==> src/design/lfp_pkg.sv <==
`timescale 1ns / 1ps

package lfp_pkg;

    localparam logic [7:0]  HEADER_RESET  = 8'h59;
    localparam logic [16:0] TEMP_OFFSET   = 17'd2048;
    localparam int          MID_DEPTH_DEF = 2;
    localparam int          OUT_DEPTH_DEF = 2;

    // classified byte handed from front to back
    typedef struct packed {
        logic [7:0] data;
        logic       is_header;
    } lfp_item_t;

    // one decoded frame
    typedef struct packed {
        logic [15:0]        distance;
        logic [15:0]        strength;
        logic signed [16:0] temperature_eighths;
        logic               checksum_ok;
    } lfp_result_t;

endpackage

==> src/design/lidar_frame_parser.sv <==
`timescale 1ns / 1ps

// channel   | direction | handshake            | payload
// ----------+-----------+----------------------+------------------------------------------
// byte in   | in        | push / full          | data_byte[7:0]
// result    | out       | pop / empty          | distance, strength, temperature_eighths,
//           |           |                      | checksum_ok
// config    | in        | cfg_we               | cfg_wdata[7:0] (header byte)
//
// One byte per cycle sustained; a byte beat is taken whenever full is low.
// A frame's checksum byte is written to the front queue; when the back takes it
// from there, the frame's result is written to the result queue for the result ports.
// Reset (rst_n low, async) empties both queues, enters header hunt, loads 0x59.
// With the result queue full, only a checksum byte stalls; the front queue
// keeps taking bytes until it fills too, then full rises.

module lidar_frame_parser #(
    parameter int MID_DEPTH = lfp_pkg::MID_DEPTH_DEF,
    parameter int OUT_DEPTH = lfp_pkg::OUT_DEPTH_DEF
) (
    input  logic               clk,
    input  logic               rst_n,
    input  logic               cfg_we,
    input  logic [7:0]         cfg_wdata,
    input  logic               push,
    output logic               full,
    input  logic [7:0]         data_byte,
    output logic               empty,
    input  logic               pop,
    output logic [15:0]        distance,
    output logic [15:0]        strength,
    output logic signed [16:0] temperature_eighths,
    output logic               checksum_ok
);

    import lfp_pkg::*;

    lfp_item_t   item;
    logic        item_valid;
    logic        item_take;
    lfp_result_t result;

    // front: header register, byte classification, decoupling queue
    lfp_front #(
        .MID_DEPTH (MID_DEPTH)
    ) u_front (
        .clk        (clk),
        .rst_n      (rst_n),
        .cfg_we     (cfg_we),
        .cfg_wdata  (cfg_wdata),
        .push       (push),
        .data_byte  (data_byte),
        .full       (full),
        .item       (item),
        .item_valid (item_valid),
        .item_take  (item_take)
    );

    // back: phase machine, running checksum, field assembly, result queue
    lfp_back #(
        .OUT_DEPTH (OUT_DEPTH)
    ) u_back (
        .clk        (clk),
        .rst_n      (rst_n),
        .item       (item),
        .item_valid (item_valid),
        .item_take  (item_take),
        .result     (result),
        .empty      (empty),
        .pop        (pop)
    );

    assign distance            = result.distance;
    assign strength            = result.strength;
    assign temperature_eighths = result.temperature_eighths;
    assign checksum_ok         = result.checksum_ok;

endmodule

==> src/design/lfp_fifo.sv <==
`timescale 1ns / 1ps

module lfp_fifo #(
    parameter int WIDTH = 8,
    parameter int DEPTH = 2
) (
    input  logic             clk,
    input  logic             rst_n,
    input  logic             wr_en,
    input  logic [WIDTH-1:0] wr_data,
    output logic             full,
    input  logic             rd_en,
    output logic [WIDTH-1:0] rd_data,
    output logic             empty
);

    localparam int PTR_W = (DEPTH > 1) ? $clog2(DEPTH) : 1;
    localparam int CNT_W = $clog2(DEPTH + 1);

    logic [WIDTH-1:0] mem [DEPTH];
    logic [PTR_W-1:0] wr_ptr_reg, wr_ptr_next;
    logic [PTR_W-1:0] rd_ptr_reg, rd_ptr_next;
    logic [CNT_W-1:0] count_reg, count_next;
    logic             do_wr, do_rd;

    assign full    = (count_reg == CNT_W'(DEPTH));
    assign empty   = (count_reg == '0);
    assign do_wr   = wr_en && !full;
    assign do_rd   = rd_en && !empty;
    assign rd_data = mem[rd_ptr_reg];

    always_comb
    begin
        wr_ptr_next = wr_ptr_reg;
        rd_ptr_next = rd_ptr_reg;
        count_next  = count_reg;
        if (do_wr)
        begin
            wr_ptr_next = (wr_ptr_reg == PTR_W'(DEPTH - 1)) ? '0 : wr_ptr_reg + 1'b1;
        end
        if (do_rd)
        begin
            rd_ptr_next = (rd_ptr_reg == PTR_W'(DEPTH - 1)) ? '0 : rd_ptr_reg + 1'b1;
        end
        if (do_wr && !do_rd)
        begin
            count_next = count_reg + 1'b1;
        end
        else if (do_rd && !do_wr)
        begin
            count_next = count_reg - 1'b1;
        end
    end

    always_ff @(posedge clk or negedge rst_n)
    begin
        if (!rst_n)
        begin
            wr_ptr_reg <= '0;
            rd_ptr_reg <= '0;
            count_reg  <= '0;
        end
        else
        begin
            wr_ptr_reg <= wr_ptr_next;
            rd_ptr_reg <= rd_ptr_next;
            count_reg  <= count_next;
        end
    end

    always_ff @(posedge clk)
    begin
        if (do_wr)
        begin
            mem[wr_ptr_reg] <= wr_data;
        end
    end

endmodule

==> src/design/lfp_front.sv <==
`timescale 1ns / 1ps

module lfp_front #(
    parameter int MID_DEPTH = lfp_pkg::MID_DEPTH_DEF
) (
    input  logic              clk,
    input  logic              rst_n,
    input  logic              cfg_we,
    input  logic [7:0]        cfg_wdata,
    input  logic              push,
    input  logic [7:0]        data_byte,
    output logic              full,
    output lfp_pkg::lfp_item_t item,
    output logic              item_valid,
    input  logic              item_take
);

    import lfp_pkg::*;

    logic [7:0] header_reg;
    lfp_item_t  cls_item;
    logic       mid_empty;

    always_ff @(posedge clk or negedge rst_n)
    begin
        if (!rst_n)
        begin
            header_reg <= HEADER_RESET;
        end
        else if (cfg_we)
        begin
            header_reg <= cfg_wdata;
        end
    end

    // header compare uses the register value at the time the byte arrives
    always_comb
    begin
        cls_item.data      = data_byte;
        cls_item.is_header = (data_byte == header_reg);
    end

    lfp_fifo #(
        .WIDTH ($bits(lfp_item_t)),
        .DEPTH (MID_DEPTH)
    ) u_mid_fifo (
        .clk     (clk),
        .rst_n   (rst_n),
        .wr_en   (push),
        .wr_data (cls_item),
        .full    (full),
        .rd_en   (item_take),
        .rd_data (item),
        .empty   (mid_empty)
    );

    assign item_valid = !mid_empty;

endmodule

==> src/design/lfp_back.sv <==
`timescale 1ns / 1ps

module lfp_back #(
    parameter int OUT_DEPTH = lfp_pkg::OUT_DEPTH_DEF
) (
    input  logic                clk,
    input  logic                rst_n,
    input  lfp_pkg::lfp_item_t  item,
    input  logic                item_valid,
    output logic                item_take,
    output lfp_pkg::lfp_result_t result,
    output logic                empty,
    input  logic                pop
);

    import lfp_pkg::*;

    localparam logic [3:0] PH_HUNT    = 4'd0;
    localparam logic [3:0] PH_HDR2    = 4'd1;
    localparam logic [3:0] PH_DIST_LO = 4'd2;
    localparam logic [3:0] PH_DIST_HI = 4'd3;
    localparam logic [3:0] PH_STR_LO  = 4'd4;
    localparam logic [3:0] PH_STR_HI  = 4'd5;
    localparam logic [3:0] PH_TEMP_LO = 4'd6;
    localparam logic [3:0] PH_TEMP_HI = 4'd7;
    localparam logic [3:0] PH_CKSUM   = 4'd8;

    logic [3:0]  phase_reg, phase_next;
    logic [7:0]  sum_reg, sum_next;
    logic [15:0] dist_reg, dist_next;
    logic [15:0] str_reg, str_next;
    logic [15:0] temp_reg, temp_next;
    logic        out_full, out_push;
    lfp_result_t frame;

    // only the checksum byte needs room in the result queue
    assign item_take = item_valid && ((phase_reg != PH_CKSUM) || !out_full);
    assign out_push  = item_take && (phase_reg == PH_CKSUM);

    always_comb
    begin
        frame.distance            = dist_reg;
        frame.strength            = str_reg;
        frame.temperature_eighths = signed'({1'b0, temp_reg} - TEMP_OFFSET);
        frame.checksum_ok         = (item.data == sum_reg);
    end

    always_comb
    begin
        phase_next = phase_reg;
        sum_next   = sum_reg;
        dist_next  = dist_reg;
        str_next   = str_reg;
        temp_next  = temp_reg;
        if (item_take)
        begin
            sum_next   = sum_reg + item.data;
            phase_next = phase_reg + 1'b1;
            unique case (phase_reg)
                PH_HDR2:
                begin
                    phase_next = item.is_header ? PH_DIST_LO : PH_HUNT;
                end
                PH_DIST_LO: dist_next[7:0]  = item.data;
                PH_DIST_HI: dist_next[15:8] = item.data;
                PH_STR_LO:  str_next[7:0]   = item.data;
                PH_STR_HI:  str_next[15:8]  = item.data;
                PH_TEMP_LO: temp_next[7:0]  = item.data;
                PH_TEMP_HI: temp_next[15:8] = item.data;
                PH_CKSUM:
                begin
                    phase_next = PH_HUNT;
                end
                default:
                begin
                    // hunting; stray phase codes hunt too
                    sum_next   = item.data;
                    phase_next = item.is_header ? PH_HDR2 : PH_HUNT;
                end
            endcase
        end
    end

    always_ff @(posedge clk or negedge rst_n)
    begin
        if (!rst_n)
        begin
            phase_reg <= PH_HUNT;
            sum_reg   <= '0;
        end
        else
        begin
            phase_reg <= phase_next;
            sum_reg   <= sum_next;
        end
    end

    always_ff @(posedge clk)
    begin
        dist_reg <= dist_next;
        str_reg  <= str_next;
        temp_reg <= temp_next;
    end

    logic out_empty;

    lfp_fifo #(
        .WIDTH ($bits(lfp_result_t)),
        .DEPTH (OUT_DEPTH)
    ) u_out_fifo (
        .clk     (clk),
        .rst_n   (rst_n),
        .wr_en   (out_push),
        .wr_data (frame),
        .full    (out_full),
        .rd_en   (pop),
        .rd_data (result),
        .empty   (out_empty)
    );

    assign empty = out_empty;

    a_push_only_at_cksum: assert property (@(posedge clk) disable iff (!rst_n)
        out_push |-> (phase_reg == PH_CKSUM) && !out_full)
        else $error("result written outside checksum phase");

    a_phase_in_range: assert property (@(posedge clk) disable iff (!rst_n)
        phase_reg <= PH_CKSUM)
        else $error("frame phase out of range");

    a_frame_end_hunts: assert property (@(posedge clk) disable iff (!rst_n)
        out_push |=> phase_reg == PH_HUNT)
        else $error("no return to hunting after frame end");

    a_bad_hdr2_hunts: assert property (@(posedge clk) disable iff (!rst_n)
        item_take && (phase_reg == PH_HDR2) && !item.is_header |=> phase_reg == PH_HUNT)
        else $error("missing second header did not restart hunt");

endmodule
==> config.mk <==
export PLATFORM = sky130hd
export DESIGN_NAME = lidar_frame_parser
export DESIGN_NICKNAME = d
export VERILOG_FILES = /design/src/design/lfp_pkg.sv /design/src/design/lidar_frame_parser.sv /design/src/design/lfp_fifo.sv /design/src/design/lfp_front.sv /design/src/design/lfp_back.sv
export SDC_FILE = /design/constraint.sdc
export NUM_CORES = 1
export LEC_CHECK = 0
export ABC_AREA = 1
export BUFFER_PORTS_ARGS = -buffer_cell sky130_fd_sc_hd__buf_2
export CAP_MARGIN = 25
export CORE_MARGIN = 1.5
export CORE_UTILIZATION = 46
export DETAILED_ROUTE_END_ITERATION = 8
export PLACE_DENSITY = 0.61
export SLEW_MARGIN = 20
export SYNTH_ARGS = -nofsm -noshare
export SYNTH_HDL_FRONTEND = slang
export SYNTH_SLANG_ARGS = --single-unit
==> constraint.sdc <==
create_clock -name clk -period 4.5 [get_ports clk]
set_clock_uncertainty 0.2 [all_clocks]
set_input_delay 0.9 -clock clk [delete_from_list [all_inputs] [get_ports clk]]
set_output_delay 0.9 -clock clk [all_outputs]
set_load 0.05 [all_outputs]
Word level (Yosys, flattened, before mapping)
Memory sizes are Yosys's and may differ from the RTL's.
Cells that the tools add are included.
W data, S select, Z words.

cells by class
  reductions and logical operators = 31
  eq/ne operators = 13
  add/subtract/negate cells = 11
  div/mod/pow operators = 0
  order comparisons = 0
  shift operators = 0
  muxes and demuxes = 16
  multiply operators = 0
  bitwise logic cells = 0

operators with widths
  operator                  number
  $sub A16 B12 Y17 const B  1
  $eq A4 B3 Y1 const B      4
  $eq A8 B8 Y1              2
  $pmux W4 S3               1
  $reduce_and A2 Y1         6
  $logic_and A1 B1 Y1       10
  $mux W2                   5
  $mux W1                   9
  $add A8 B8 Y8             1
  $eq A4 B2 Y1 const B      2
  $logic_not A1 Y1          8
  $mux W8                   1
  $reduce_or A8 Y1          1
  $reduce_or A6 Y1          1
  $add A1 B1 Y1 const B     4
  $add A2 B1 Y2 const B     2
  $add A4 B1 Y4 const B     1
  $eq A2 B2 Y1 const B      2
  $eq A4 B1 Y1 const B      1
  $eq A4 B4 Y1 const B      1
  $logic_not A2 Y1          2
  $ne A4 B4 Y1 const B      1
  $reduce_bool A2 Y1        2
  $sub A2 B1 Y2 const B     2
  $logic_or A1 B1 Y1        1

storage, ports and cells
  memory bits (writable) = 118
  output and inout bits = 52
  latch bits = 0
  bits in read-only memories = 0
  logic and storage cells = 88
  register bits = 76
  memories = 2

memories
  memory                  words  width  read ports  clocked after memory_dff  write ports  RTL line        text
  u_back.u_out_fifo.mem   2      50     1           0                         1            lfp_fifo.sv:20  logic [WIDTH-1:0] mem [DEPTH];
  u_front.u_mid_fifo.mem  2      9      1           0                         1            lfp_fifo.sv:20

Logic depth before layout (Yosys ltp)
Gate-level depths: netlist of run 1.

  depth in word-level cells = 10
  gate-level depth with buffers = 17
  gate-level depth less buffers = 16

Modules after synthesis
A second synthesis of run 1 with hierarchy kept.

second synthesis, totals
  cell total of the unflattened synthesis = 680
  area, all modules = 7,927.6 um^2

modules (own cells, without submodules)
  module                          seq. area each (um^2)  area an instance (um^2)  times used  cells each
  lfp_fifo at u_back.u_out_fifo   3,103.0                3,886.2                  1           293
  lfp_back                        1,741.7                2,693.8                  1           236
  lfp_fifo at u_front.u_mid_fifo  640.6                  880.8                    1           78
  lfp_front                       205.2                  466.7                    1           73

Worst setup path after synthesis of run 1
Ideal clock, no wire load.

  kind = reg-to-reg
  start point = register u_back.phase_reg[0]
  end point = memory u_back.u_out_fifo.mem[1][0] (netlist bit), enable pin
  library setup time = 0.460 ns
  cell stages (with the launch flop) = 8
  clock period less this slack = 3.902 ns
  required time = 3.840 ns
  buffers on the path = 0
  arrival = 3.242 ns
  setup slack = 0.598 ns
  path through = dfrtp_1 inv_1 ha_1 nand3_4 o22ai_4 nor2_2 inv_1 nor2_1

on the way
  cells in the longest elaborated chain, start to end = 7
  elaborated cells on any way between the ends = 8
  classes of those cells = eq/ne (2); mux (2); reduce/logical (4)

ends and longest elaborated chain
  item                               RTL line        text
  start: declaration                 lfp_back.sv:28  logic [3:0] phase_reg, phase_next;
  start signal: assignment           lfp_back.sv:93  phase_reg <= phase_next;
  $ne A4 B4 Y1                       lfp_back.sv:37  assign item_take = item_valid && ((phase_reg != PH_CKSUM) || !out_full);
  $logic_or A1 B1 Y1                 lfp_back.sv:37
  $logic_and A1 B1 Y1                lfp_back.sv:37
  $logic_and A1 B1 Y1 (*)            lfp_back.sv:38  assign out_push = item_take && (phase_reg == PH_CKSUM);
  $logic_and A1 B1 Y1 (*)            lfp_fifo.sv:28  assign do_wr = wr_en && !full;
  via u_back.u_out_fifo.do_wr        lfp_fifo.sv:24  logic do_wr, do_rd;
  $mux W1 (*)                        lfp_fifo.sv:73  if (do_wr)
  $mux W1 (implied by the code) (*)  lfp_fifo.sv:75  mem[wr_ptr_reg] <= wr_data;
  end: declaration                   lfp_fifo.sv:20

Mark *: on every way through the listed nets, which the timed path passes. The rest lies on a longest branch.

Final worst setup path of run 1
  start point = register u_back.u_out_fifo.rd_ptr_reg
  end point = output port strength[9]

on the way
  cells in the longest elaborated chain, start to end = 1

ends and longest elaborated chain
  item                      RTL line                  text
  start: declaration        lfp_fifo.sv:22            logic [PTR_W-1:0] rd_ptr_reg, rd_ptr_next;
  start signal: assignment  lfp_fifo.sv:66            rd_ptr_reg <= rd_ptr_next;
  $mem_v2 Z2 W50            n/a
  end: declaration          lidar_frame_parser.sv:31  output logic [15:0] strength,

No other way between the ends.

==> results of run 1 <==
==> cells in the mapped netlist <==
cell,instances,area share [%]
o21ai_1,2,0.13
ha_1,14,2.3
buf_2,3,0.19
or2_2,11,0.89
nor3_1,4,0.26
nand3_1,17,1.1
xnor2_1,11,1.2
clkinv_1,1,0.049
fa_1,1,0.26
o21ai_0,14,0.91
o22ai_4,1,0.26
nand2_1,221,11
nand3b_1,2,0.19
nand3_2,1,0.13
dfstp_2,4,1.4
nand2_2,3,0.24
buf_6,2,0.29
nand4_1,3,0.24
edfxtp_1,166,64
xor2_1,6,0.68
nor4_1,1,0.081
clkbuf_1,11,0.53
o21ai_2,2,0.23
nor2_4,1,0.15
nor2_2,1,0.081
inv_2,3,0.15
nor2_1,22,1.1
dfrtp_1,24,7.8
a21oi_1,14,0.91
mux2_2,6,0.87
nand3_4,1,0.23
inv_1,42,2.0
==> worst paths after layout <==
path	end	cells after the start	slack [ps]	startpoint
max	strength[9]	4	1340	u_back.u_out_fifo.rd_ptr_reg$_DFFE_PN0P_
min	u_back.u_out_fifo.mem[1][19]$_DFFE_PP_	0	250	u_back.str_reg[1]$_DFFE_PP_
max reg2reg	u_back.sum_reg[4]$_DFFE_PN0N_	11	1610	u_front.u_mid_fifo.rd_ptr_reg$_DFFE_PN0P_
min reg2reg	u_back.u_out_fifo.mem[1][19]$_DFFE_PP_	0	250	u_back.str_reg[1]$_DFFE_PP_
max in group asynchronous	u_back.u_out_fifo.wr_ptr_reg$_DFFE_PN0P_	1	3350	rst_n
min in group asynchronous	u_front.header_reg[7]$_DFFE_PN0P_	1	310	rst_n
==> stage by stage <==
stage	utilization (%)	setup slack, ps
after global routing	54.4	1190
after floorplan	-	598
after detailed placement	50.5	1650
final	54.4	1340
after global placement	50.5	1720
after CTS	54.4	1300
==> power by group <==
group / internal [W] / switching, W / total, W
sequential: 0.00220 / 0.000124 / 0.00232
combinational: 0.000613 / 0.00173 / 0.00235
clock: 0.000943 / 0.000660 / 0.00160
total: 0.00375 / 0.00252 / 0.00627
==> layout by cell type (no fill, tap or decap), drive strengths merged <==
| master | count |
|---|---|
| nand2 | 224 |
| nand3b | 2 |
| inv | 50 |
| dfrtp | 24 |
| a21oi | 14 |
| xnor2 | 11 |
| o22ai | 1 |
| ha | 14 |
| clkinv | 2 |
| edfxtp | 166 |
| nand4 | 3 |
| clkbuf | 19 |
| o21ai | 18 |
| mux2 | 6 |
| dfstp | 4 |
| clkinvlp | 3 |
| xor2 | 6 |
| nand3 | 19 |
| fa | 1 |
| buf | 78 |
| bufinv | 4 |
| nor2 | 24 |
| nor3 | 4 |
| or2 | 11 |
| nor4 | 1 |
==> layer usage <==
metal	routed length, um	up-vias	track usage [%]	share of wire (%)
met5	0	-	0	0
met4	195	0	5.49	1.4
met3	524	20	3.56	3.8
met2	6690	111	27.9	49
met1	6350	2145	21.3	46
li1	-	2226	-	-
==> area by class of cell <==
cell class	instances	area [um^2]
Sequential cell	194	5690
Tap cell	220	275
Timing Repair Buffer	78	405
Inverter	46	173
Fill cell	1366	7540
Clock inverter	13	196
Multi-Input combinational cell	359	1810
Clock buffer	19	433
==> cells by family after synthesis <==
group,synth area share [%]
mux,0.874
compound gates,2.43
simple gates,15.4
xor+xnor,1.93
flops,73.6
buf+inv,3.25
fa+ha+maj,2.52
==> flow_summary.json, run 1 <==
{
  "cp_slowest_cell": "dfrtp_1",
  "ys_ff_latch": 194,
  "num_vias": 4502,
  "drc": 0,
  "setup_viol_count_final": 0,
  "startpoint_type": "flip-flop",
  "die_x_um": 133,
  "cts_tree": "yes",
  "hpwl_um": 8900,
  "first_global_vias": 4366,
  "crit_path_cell_trace": "buf_4 -> nand2_1 -> nand2_1 -> buf_2",
  "maxCapViolCount": 0,
  "synth_warnings": 0,
  "via_per_inst": 4.85,
  "place_area_mm2": 0.00835,
  "initial_core_util_pct": 46.8,
  "syn-cell-area_mm2": 0.00773,
  "wl_um": 13800,
  "peakVddDrop_mv": 0.325,
  "total_power_w": 0.00627,
  "largest_reg_flops": 100,
  "holdBufCountCts": 0,
  "fp.dieH_um": 133,
  "stdcell_area_mm2": 0.00898,
  "cts-buffers-inserted": 17,
  "yosysUniqueCellTypes": 32,
  "endpoint_kind": "output pin",
  "reg_top3": "u_back.u_out_fifo.mem x100, u_front.u_mid_fifo.mem x18",
  "portBuffers": 72,
  "routedWlPerCell_um": 14.8,
  "overflow": 0,
  "path_max_fanout": 38,
  "drtPass1Iterations": 5,
  "dr.first_iter.drc_count": 324,
  "nets": 732,
  "place_inst": 897,
  "cp.required_ps": 3400,
  "core_area_mm2": 0.0165,
  "status": "completed",
  "dieArea_mm2": 0.0176,
  "cts_setup_buffers": 0,
  "path_common_cell": "nand2_1",
  "final.setup.tns_ps": 0,
  "grt_usage_pct": 16.5,
  "h-tree-depth": 4,
  "crit_buf_inv": 2,
  "pin_count": 73,
  "power.leakage_nw": 3.65,
  "hold_violations": 0,
  "syn_to_final_growth_pct": 16.2,
  "root_buffer": "clkbuf_16",
  "hold-worst-slack_ps": 250,
  "max_slew_margin_pct": 41.1,
  "ys_seq_area_share_pct": 73.6,
  "place_congestion": 0.876,
  "grt_first_pass_wirelength_um": 22200,
  "syn_inst": 615,
  "clock_latency_ps": 430,
  "antenna_left": 0,
  "top_register": "u_back.u_out_fifo.mem",
  "antenna_found_initial": 0,
  "fin_crit_ps": 3160,
  "drv_slew": 0,
  "syn_avg_cell_area_um2": 12.6,
  "grt_max_degree": 52,
  "p_per_area_mw_per_mm2": 698,
  "crit_family": "buffers and inverters",
  "fmax_mhz": 316,
  "hold_class": "flip-flop to flip-flop",
  "cts_resized": 0,
  "drive_above_1_share_pct": 20.5,
  "cts.path.max_buffers": 2,
  "worst_slew_pin_slew_ps": 880,
  "grt_setup_unrepaired": "false",
  "period_share_pct": 70.3,
  "syn_nets": 651,
  "fin_cells": 929,
  "criticalPathCategory": "flip-flop to output pin",
  "rows": 47,
  "slowest_delay_ps": 660,
  "clk_pin_slew_ps": 70,
  "clock_sinks": 194,
  "cp.arrival_ps": 2060,
  "antenna_cells": 0
}
Power figures use the tool's default switching activity.
==> run 2, diff against run 1 <==
--- a/config.mk
+++ b/config.mk
@@ -11,7 +11,7 @@
 export CORE_MARGIN = 1.5
 export CORE_UTILIZATION = 46
 export DETAILED_ROUTE_END_ITERATION = 8
-export PLACE_DENSITY = 0.61
+export PLACE_DENSITY = 0.64
 export SLEW_MARGIN = 20
 export SYNTH_ARGS = -nofsm -noshare
 export SYNTH_HDL_FRONTEND = slang
==> constraint.sdc (replaced) <==
create_clock -name clk -period 2.89 [get_ports clk]
set_clock_uncertainty 0.2 [all_clocks]
set_input_delay 0.578 -clock clk [delete_from_list [all_inputs] [get_ports clk]]
set_output_delay 0.578 -clock clk [all_outputs]
set_load 0.05 [all_outputs]
==> run 2 against run 1 <==
Net effect: the flow now finishes with violations (negative hold slack); combinational power up 62%; design area up 0.46%; clock-buffer cell count down 1; largest cell class unchanged; via count fell by 0.24%; sequential power grew 54%; non-clock buffer count increased by 12; first-iteration DRC count rose by 9.3%; die area unchanged; sequential cell count is the same.
==> flow_summary.json, run 2 (synthesis results as in run 1) <==
{
  "via_per_inst": 4.77,
  "p_per_area_mw_per_mm2": 1050,
  "root_buffer": "clkbuf_16",
  "period_share_pct": 90.9,
  "cts-buffers-inserted": 17,
  "fin_crit_ps": 2630,
  "first_global_vias": 4509,
  "reg2reg_setup_slack_ps": 260,
  "cts_setup_buffers": 0,
  "ff_latch_area_mm2": 0.00569,
  "num_vias": 4491,
  "criticalPathCategory": "flip-flop to flip-flop",
  "portBuffers": 72,
  "crit_buf_inv": 3,
  "fp.dieH_um": 133,
  "core_area_mm2": 0.0165,
  "grt_max_degree": 51,
  "hpwl_um": 9110,
  "cp.required_ps": 2820,
  "wl_um": 13800,
  "max_slew_margin_pct": 46.6,
  "rows": 47,
  "routedWlPerCell_um": 14.7,
  "cp.arrival_ps": 2560,
  "nets": 745,
  "antenna_left": 0,
  "reg2reg_depth": 8,
  "dieArea_mm2": 0.0176,
  "clock_sinks": 194,
  "fillers": 1388,
  "power.leakage_nw": 3.67,
  "slowest_delay_ps": 580,
  "antenna_cells": 0,
  "final.setup.tns_ps": 0,
  "startpoint_type": "flip-flop",
  "hold_class": "input pin to asynchronous set/reset pin",
  "setup_viol_count_final": 0,
  "status": "finished, violations left",
  "maxCapViolCount": 0,
  "r2r-start": "u_back.phase_reg[0]$_DFFE_PN0N_",
  "overflow": 0,
  "path_max_fanout": 22,
  "layout_common_cells": "nand2_1, edfxtp_1, buf_2",
  "die_x_um": 133,
  "timing.rr.end": "u_back.u_out_fifo.mem[1][35]$_DFFE_PP_",
  "antenna_found_initial": 0,
  "fmax_mhz": 381,
  "clk_pin_slew_ps": 70,
  "dr.first_iter.drc_count": 354,
  "h-tree-depth": 4,
  "clock_latency_ps": 420,
  "path_common_cell": "inv_1",
  "final_common_cell": "nand2_1",
  "drv_slew": 0,
  "grt_usage_pct": 16.7,
  "drc": 0,
  "hold_violations": 5,
  "hold-worst-slack_ps": -4.22,
  "holdBufCountCts": 0,
  "multi_input_area_mm2": 0.00182,
  "initial_core_util_pct": 46.8,
  "reg_top3": "u_back.u_out_fifo.mem x100, u_front.u_mid_fifo.mem x18",
  "peakVddDrop_mv": 0.484,
  "largest_reg_flops": 100,
  "crit_family": "simple AND/OR/NAND/NOR gates",
  "pin_count": 73,
  "fin_cells": 942,
  "drive_above_1_share_pct": 21.9,
  "syn_to_final_growth_pct": 16.7,
  "drtPass1Iterations": 4,
  "top_register": "u_back.u_out_fifo.mem",
  "grt_first_pass_wirelength_um": 22500,
  "place_congestion": 0.887,
  "violations": "negative hold slack",
  "worst_slew_pin_slew_ps": 801,
  "crit_path_cell_trace": "inv_1 -> ha_1 -> nand3_4 -> o22ai_4 -> nor2_2 -> inv_1 -> nor2_4 -> buf_4",
  "endpoint_kind": "flip-flop",
  "grt_setup_unrepaired": "false",
  "cts_tree": "yes",
  "cts_resized": 0,
  "place_inst": 909,
  "cp_slowest_cell": "nor2_4",
  "cts.path.max_buffers": 2
}
==> run 2: cell count changes in the layout (fill, tap and decap cells not counted) <==
| cell | change |
|---|---|
| inv_6 | -1 |
| bufinv_16 | -4 |
| buf_12 | +3 |
| clkbuf_1 | -1 |
| clkinv_4 | +2 |
| inv_8 | -1 |
| clkinv_1 | +1 |
| clkinvlp_4 | +4 |
| buf_4 | +9 |
| nor2_2 | +1 |
==> run 2: area by class of cell <==
cell class | count | share of cell area [%]
clock buffers | 18 | 4.76
clock inverters | 14 | 1.19
inverters | 46 | 1.91
multi-input cells | 360 | 20.1
flip-flops and latches | 194 | 63.1
well taps | 220 | 3.05
repair buffers | 90 | 5.91
==> run 2: through the flow <==
step | hold WS, ps | utilization, % | cell area [um^2] | worst slack [ps] | total power [W]
global placement | 224 | 51.3 | 8480 | 262 | 0.00739
finish | -4.22 | 54.6 | 9020 | 262 | 0.00949
floorplan | 82.4 | - | 7740 | -166 | 0.00647
detailed placement | 229 | 51.3 | 8480 | 172 | 0.00746
global route | 50.8 | 54.6 | 9020 | 84.7 | 0.0101
CTS | 10.1 | 54.5 | 9010 | 157 | 0.00957
==> run 2: report_power, final <==
group | internal, W | switching (W) | leakage (nW)
clock | 0.00111 | 0.00101 | 0.241
combinational | 0.00104 | 0.00277 | 1.60
sequential | 0.00342 | 0.000149 | 1.83
==> run 2: worst max path at each step <==
stage | from | to | slack (ps) | depth (start not counted)
after floorplan | u_back.phase_reg[0]$_DFFE_PN0N_ | u_back.u_out_fifo.mem[1][0]$_DFFE_PP_ | -170 | 7
after global placement | u_back.phase_reg[0]$_DFFE_PN0N_ | u_back.u_out_fifo.mem[0][40]$_DFFE_PP_ | 260 | 8
after detailed placement | u_back.phase_reg[0]$_DFFE_PN0N_ | u_back.u_out_fifo.mem[0][47]$_DFFE_PP_ | 170 | 8
after CTS | u_back.phase_reg[0]$_DFFE_PN0N_ | u_back.u_out_fifo.mem[0][16]$_DFFE_PP_ | 160 | 8
after global routing | u_back.phase_reg[0]$_DFFE_PN0N_ | u_back.u_out_fifo.mem[1][36]$_DFFE_PP_ | 80 | 8
final | u_back.phase_reg[0]$_DFFE_PN0N_ | u_back.u_out_fifo.mem[1][35]$_DFFE_PP_ | 260 | 8
==> run 2: worst register-to-register path, cell delays in order (launching register included) <==
cell and delay, ps:
dfrtp_1 420, inv_1 100, ha_1 270, nand3_4 140, o22ai_4 90, nor2_2 100
inv_1 140, nor2_4 580, buf_4 300
==> run 2: routing by layer <==
layer / track usage (%) / routed length, um / up-vias
met1: 21.1 / 6150 / 2118
met3: 3.95 / 595 / 18
met4: 6.72 / 289 / 0
met5: 0 / 0 / -
met2: 28.0 / 6780 / 108
li1: - / - / 2247
